===== src/design/rfae_pkg.sv =====
// package: opcodes, states, command and status types for the register file alu executor
package rfae_pkg;

  localparam int unsigned DATA_W = 64;

  localparam logic [7:0] OP_ADD    = 8'h10;
  localparam logic [7:0] OP_SUB    = 8'h11;
  localparam logic [7:0] OP_MUL    = 8'h12;
  localparam logic [7:0] OP_DIV    = 8'h13;
  localparam logic [7:0] OP_INC    = 8'h14;
  localparam logic [7:0] OP_DEC    = 8'h15;
  localparam logic [7:0] OP_CMP3U  = 8'h16;
  localparam logic [7:0] OP_LTU    = 8'h17;
  localparam logic [7:0] OP_GTU    = 8'h18;
  localparam logic [7:0] OP_NOT    = 8'h19;
  localparam logic [7:0] OP_AND    = 8'h1a;
  localparam logic [7:0] OP_OR     = 8'h1b;
  localparam logic [7:0] OP_XOR    = 8'h1c;
  localparam logic [7:0] OP_BOOL   = 8'h1d;
  localparam logic [7:0] OP_MOV8   = 8'h20;
  localparam logic [7:0] OP_MOV16  = 8'h21;
  localparam logic [7:0] OP_MOV32  = 8'h22;
  localparam logic [7:0] OP_MOV64  = 8'h23;
  localparam logic [7:0] OP_SWAP   = 8'h57;
  localparam logic [7:0] OP_FBCD   = 8'h60;
  localparam logic [7:0] OP_TBCD   = 8'h61;
  localparam logic [7:0] OP_SGNTO  = 8'h62;
  localparam logic [7:0] OP_SGNFR  = 8'h63;
  localparam logic [7:0] OP_SHL    = 8'h64;
  localparam logic [7:0] OP_SHR    = 8'h65;
  localparam logic [7:0] OP_ROL    = 8'h66;
  localparam logic [7:0] OP_ROR    = 8'h67;
  localparam logic [7:0] OP_CPL    = 8'h68;
  localparam logic [7:0] OP_IMUL   = 8'h69;
  localparam logic [7:0] OP_IDIV   = 8'h6a;
  localparam logic [7:0] OP_CMP3S  = 8'h6b;
  localparam logic [7:0] OP_LTS    = 8'h6c;
  localparam logic [7:0] OP_GTS    = 8'h6d;
  localparam logic [7:0] OP_SAL    = 8'h6e;
  localparam logic [7:0] OP_SAR    = 8'h6f;

  localparam logic [1:0] ST_DONE  = 2'd0;
  localparam logic [1:0] ST_DIV0  = 2'd1;
  localparam logic [1:0] ST_UNSUP = 2'd2;

  typedef enum logic [1:0] {
    K_SIMPLE, K_MUL, K_DIV, K_TBCD
  } kind_t;

  typedef enum logic [3:0] {
    S_CLEAR, S_IDLE, S_RD1, S_RD2, S_EXEC, S_ITER, S_FIX, S_WR1, S_WR2, S_OUT
  } state_t;

  typedef struct packed {
    logic clr_wr;
    logic rd_sel;
    logic cap1;
    logic cap2;
    logic start;
    logic step;
    logic fix;
    logic wr1;
    logic wr2;
  } cmd_t;

  typedef struct packed {
    kind_t      kind;
    logic       valid_op;
    logic       div0;
    logic       two_dst;
    logic       iter_last;
  } sts_t;

endpackage


===== src/design/rfae_ctrl.sv =====
// controller state machine sequencing clear, reads, execution and writes
module rfae_ctrl
  import rfae_pkg::*;
#(
  parameter int unsigned REGISTER_COUNT = 256
) (
  input  logic clk,
  input  logic rst_n,
  input  logic in_valid,
  output logic in_ready,
  output logic out_valid,
  input  logic out_ready,
  input  sts_t sts,
  output cmd_t cmd,
  output logic [$clog2(REGISTER_COUNT)-1:0] clr_addr
);
  localparam int unsigned AW = $clog2(REGISTER_COUNT);

  state_t state_r, state_nxt;
  logic [AW-1:0] clr_r;

  always_ff @(posedge clk) begin
    if (!rst_n) begin
      state_r <= S_CLEAR;
      clr_r   <= '0;
    end else begin
      state_r <= state_nxt;
      if (state_r == S_CLEAR) begin
        clr_r <= clr_r + AW'(1);
      end
    end
  end

  assign clr_addr = clr_r;

  always_comb begin
    state_nxt = state_r;
    unique case (state_r)
      S_CLEAR: if (clr_r == AW'(REGISTER_COUNT - 1)) state_nxt = S_IDLE;
      S_IDLE:  if (in_valid) state_nxt = S_RD1;
      S_RD1:   state_nxt = S_RD2;
      S_RD2:   state_nxt = S_EXEC;
      S_EXEC: begin
        priority if (!sts.valid_op || sts.div0) state_nxt = S_OUT;
        else if (sts.kind == K_SIMPLE) state_nxt = S_WR1;
        else state_nxt = S_ITER;
      end
      S_ITER:  if (sts.iter_last) state_nxt = S_FIX;
      S_FIX:   state_nxt = S_WR1;
      S_WR1:   state_nxt = sts.two_dst ? S_WR2 : S_OUT;
      S_WR2:   state_nxt = S_OUT;
      S_OUT:   if (out_ready) state_nxt = S_IDLE;
      default: state_nxt = S_IDLE;
    endcase
  end

  always_comb begin
    cmd       = '0;
    in_ready  = 1'b0;
    out_valid = 1'b0;
    unique case (state_r)
      S_CLEAR: cmd.clr_wr = 1'b1;
      S_IDLE:  in_ready = 1'b1;
      S_RD1:   begin cmd.rd_sel = 1'b1; cmd.cap1 = 1'b1; end
      S_RD2:   cmd.cap2 = 1'b1;
      S_EXEC:  cmd.start = 1'b1;
      S_ITER:  cmd.step = 1'b1;
      S_FIX:   cmd.fix = 1'b1;
      S_WR1:   cmd.wr1 = 1'b1;
      S_WR2:   cmd.wr2 = 1'b1;
      S_OUT:   out_valid = 1'b1;
      default: ;
    endcase
  end
endmodule


===== config.mk =====
export PLATFORM = sky130hd
export DESIGN_NAME = rfae_ctrl
export DESIGN_NICKNAME = d
export VERILOG_FILES = /design/src/design/rfae_pkg.sv /design/src/design/rfae_ctrl.sv
export SDC_FILE = /design/constraint.sdc
export NUM_CORES = 1
export LEC_CHECK = 0
export BUFFER_PORTS_ARGS = -buffer_cell sky130_fd_sc_hd__buf_2
export CAP_MARGIN = 30
export CORE_MARGIN = 5
export CORE_UTILIZATION = 42
export CTS_CLUSTER_DIAMETER = 60
export CTS_CLUSTER_SIZE = 30
export DETAILED_ROUTE_END_ITERATION = 7
export PLACE_DENSITY_LB_ADDON = 0.2
export SYNTH_ARGS = -nofsm -noshare
export SYNTH_HDL_FRONTEND = slang
export SYNTH_SLANG_ARGS = --single-unit

===== constraint.sdc =====
create_clock -name clk -period 1.33 [get_ports clk]
set_input_delay 0.133 -clock clk [delete_from_list [all_inputs] [get_ports clk]]
set_output_delay 0.133 -clock clk [all_outputs]
set_load 0.005 [all_outputs]

# Word-level counts from Yosys, hierarchy flattened
# Cells that the tools add are included.
dict set report word_totals {
  output_inout_bits 19
  word_cells 40
  reg_bits 12
  in_bits 10
}
dict set report classes {
  n_mux 18
  n_reduce_logical 5
  n_eq_ne 14
  addsub 1
}
# cell n
set ops {}
lappend ops {{case mux 4 bit (10 select lines)} 1}
lappend ops {{two-way mux 4 bit} 5}
lappend ops {{equality test 4 x 3 -> 1 bit, second input constant} 4}
lappend ops {{two-way mux 1 bit} 10}
lappend ops {{adder 8 x 1 -> 8 bit, second input constant} 1}
lappend ops {{equality test 4 x 2 -> 1 bit, second input constant} 2}
lappend ops {{equality test 4 bit, second input constant} 2}
lappend ops {{equality test 8 bit, second input constant} 1}
lappend ops {{!= test 2 bit, second input constant} 3}
lappend ops {{equality test 4 x 1 -> 1 bit, second input constant} 1}
lappend ops {{logical NOT 4 bit} 1}
lappend ops {{two-way mux 2 bit} 2}
lappend ops {{AND reduction 4 bit} 1}
lappend ops {{logical NOT 2 bit} 1}
lappend ops {{!= test 2 x 1 -> 1 bit, second input constant} 1}
lappend ops {{logical NOT 1 bit} 1}
lappend ops {{logical OR 1 bit} 1}

# Logic depth before layout (Yosys ltp)
dict set report depth {
  word_depth 4
  mapped_depth 5
  depth_no_buf 5
}

# Worst setup path after synthesis
# OpenSTA, ideal clock, no wires.
dict set report synth_timing {
  kind {register to register}
  start {register state_r[2]}
  end {register state_r[0]}
  required_ns 1.244
  arrival_time_ns 1.338
  setup_slack_ns -0.094
  setup_time_ns 0.086
  path_stages_with_launch 5
  synth_period_minus_slack_ns 1.424
  n_path_buf 0
  cell_sequence {dfxtp_1 nor4_4 a21boi_2 a311oi_2 a211oi_1}
}
dict set report synth_via {
  elab_chain_cells 3
  word_cells_on_any_way 16
  classes_between {eq/ne (13); mux (1); reduce/logical (2)}
}
# item line_no
set synth_lines {}
lappend synth_lines {{start, declared} rfae_ctrl.sv:19} ;# state_t state_r, state_nxt;
lappend synth_lines {{start signal, assigned} rfae_ctrl.sv:27} ;# state_r <= state_nxt;
lappend synth_lines {{equality test 4 x 3 -> 1 bit, or another cell as far along} rfae_ctrl.sv:38} ;# unique case (state_r)
lappend synth_lines {{!= test 2 bit (no source line) or != test 2 x 1 -> 1 bit (tied branches)} n/a}
lappend synth_lines {{AND reduction 4 bit (no source line)} n/a}
# Several ways; a longest one is shown, not always the timed one.
# A chain may end at the register's enable or synchronous reset.

# Worst setup path after layout
dict set report layout_timing {
  start {register clr_r[0] (netlist: clr_addr[0])}
  end {register state_r[1]}
}
dict set report layout_via {
  elab_chain_cells 3
}
# item line_no
set layout_lines {}
lappend layout_lines {{start, declared} rfae_ctrl.sv:20} ;# logic [AW-1:0] clr_r;
lappend layout_lines {{start signal, assigned} rfae_ctrl.sv:29} ;# clr_r <= clr_r + AW'(1);
lappend layout_lines {{equality test 8 bit} rfae_ctrl.sv:39} ;# S_CLEAR: if (clr_r == AW'(REGISTER_COUNT - 1)) state_nxt = S_IDLE;
lappend layout_lines {{!= test 2 x 1 -> 1 bit (no source line)} n/a}
lappend layout_lines {{AND reduction 4 bit (no source line)} n/a}
# No other way between the ends.

==> summary.txt <==
outcome = complete, but fails checks
failing checks = setup timing
Reg-to-Reg End = state_r[1]
Hold Path Depth = 3
Tcrit/Tclk final = 104.5%
slew margin rel. = 77.72%
RSZ-0062 raised after global routing = true
min-delay src = rst_n
CP Data Arrival Time = 1.56 ns
routed len/inst = 13.73 um
# fillers = 136
Crit path required time = 1.50 ns
Mapped Nets = 100
HPWL Detailed = 1436 um
vias = 832
ys flop type = dfxtp_1
vias in the first global route = 741
min Tclk post-route = 1.390 ns
share of the synthesized area in the top cell type = 32.88%
Least-Margin Pin Slew = 0.3314 ns
Ports = 29
GR peak layer = met2
static leakage = 0.6032 nW
# port buffers = 28
Fmax = 719.3 MHz
n_diodes = 0
clk_lat worst skew = 0.26 ns
core footprint = 0.001689 mm2
Yosys warnings = 0
Initial DRC Count = 11
die area = 0.002674 mm2
Max-Cap Viols = 0
routability cong. = 0.7767
drt first pass iters = 4
CP max FO = 4
global-route wire length before repair = 2946 um
fraction of layout cells with a size suffix above 1 = 60.28%
Post-synth EDFFs = 0
worst slack at placement = -0.1342 ns
Die Ht = 51.71 um
Rows = 15
CTS Buf Count = 3
most numerous cell in the Yosys netlist = nor2_1
Clk pin slew, worst setup/hold paths = 0.07 ns
synth-to-layout area growth = 71.75%
maximum clock insertion buffer count = 2
CTS Sinks = 12
TritonCTS clock tree = yes
final setup fails = 4
WS Path Type = flop to flop
most instantiated cells after synthesis = nor2_1 (14), dfxtp_1 (12), nand2_1 (7), nand2b_1 (7), xor2_1 (6)
Max VDD drop = 0.8191 mV
HP Class = input port to flop
initial core utilization = 43.26%
Vias/cell = 5.266
Final #Nets = 154
initial antenna violation count = 0
Layout Cells excl Fill = 158
Root Driver = clkbuf_4
Post-Syn Area = 730.7 um2
crit end category = flop
Seq/Total Area, Yosys = 32.88%
Mapped Cells = 89
Min-Delay Endpoint = state_r[3]
synth top area cells = dfxtp_1 (33%), nor2_1 (7.2%), xor2_1 (7.2%), nand2b_1 (6.0%), nand2_1 (3.6%)
grt ovf = 0
final core utilization = 74.30%
final worst slack = -0.06023 ns
met2 usage = 25.64%
Distinct cells, synth = 31
FFs w/ async S/R, synth = 0%
FF-to-FF Start = clr_addr[0]
placed cells = 149
Startpoint Class = flop
die width = 51.71 um
Synth area leader = dfxtp_1
worst hold slack = 0.1362 ns
Post-Route WL = 2169 um
max-slew violation count = 0
pwr dens = 1065 mW/mm2
R2R setup slack = -0.06 ns
final hold vios = 0
Detail Route Antenna Nets = 0
largest net degree at the start of global routing = 12
DR DRC count = 0
Synth Area per Inst = 8.210 um2
Yosys reg bits = 12
CTS H-tree depth = 1
M3 GR Usage = 5.444%
met1 Usage GRT = 16.90%
total track usage = 14.58%
r2r worst-path depth = 5
clk_skew = 0.002295 ns
==> through the flow <==
step	TNS, ns	area, um2	total power [mW]
finish	-0.1221	1255	1.337
global route	-0.7538	1255	1.427
CTS	-0.2139	1072	1.146
detailed placement	-0.1660	1018	0.9130
global placement	-0.04500	1018	0.9028
floorplan	-0.2442	733.2	0.6982
==> cell type report <==
type	instances	area (um2)	area share (%)
Multi-Input combinational cell	67	564.3	44.97
Timing Repair Buffer	55	371.6	29.61
Sequential cell	12	257.7	20.54
Clock buffer	3	22.52	1.795
Tap cell	17	21.27	1.695
Inverter	4	17.52	1.396
==> layer usage <==
metal / wire (um) / vias to the layer above
li1: - / 419
met2: 1143 / 17
met4: 17 / 0
met5: 0 / -
met3: 88 / 2
met1: 920 / 394
==> cell usage in the layout (no fill, tap or decap), drive strengths merged, types with 2 or more instances in the layout <==
cell type	synthesis	layout
o22ai	2	2
a211oi	2	2
and3	2	2
nor2	14	14
clkbuf	1	3
nor4	2	2
inv	4	4
buf	5	55
a21boi	2	2
nand2	7	7
dfxtp	12	12
nor4bb	2	2
nand4	3	3
and2	2	2
xor2	6	6
nand2b	7	7
nor3	5	5
==> where the power goes <==
part | internal, mW | total [mW] | switching (mW)
Combinational | 0.381 | 0.663 | 0.282
Sequential | 0.412 | 0.460 | 0.0483
Clock | 0.105 | 0.214 | 0.109
==> flip-flops by register name, summed over array words and instances, names as in the netlist <==
signal	cells
clr_addr	8
state_r	4
==> worst max path at each step <==
stage / start / endpoint / slack, ns / depth (start not counted)
2_1_floorplan: state_r[2] / state_r[0] / -0.09 / 4
3_3_place_gp: clr_addr[1] / state_r[1] / -0.05 / 5
3_5_place_dp: clr_addr[1] / state_r[1] / -0.13 / 5
4_1_cts: clr_addr[1] / state_r[1] / -0.08 / 5
5_1_grt: clr_addr[0] / state_r[1] / -0.13 / 5
6_report: clr_addr[0] / state_r[1] / -0.06 / 5
==> worst max-delay path, stage by stage, from the launching register on <==
cell and delay [ns]:
dfxtp_2 0.34, ha_2 0.18, and3_4 0.19, a21boi_4 0.06, a311oi_4 0.28, nor4bb_4 0.25
==> kinds of logic after synthesis <==
group	after synthesis	synth area share [%]
simple gates	45	33.90
compound gates	13	15.07
flops	12	32.88
buf+inv	10	6.676
xor+xnor	7	8.391
mux	1	1.370
fa+ha+maj	1	1.712
==> what timing repair did <==
| item | 4_1_cts | 5_1_grt |
|---|---|---|
| setup endpoints to repair | 14 | 21 |
| pin swaps | 3 | 7 |
| setup buffers | 0 | 6 |
| gates resized for setup | 10 | 29 |
| hold buffers | 0 | 0 |
No activity file was read; power rests on OpenSTA's default activity.
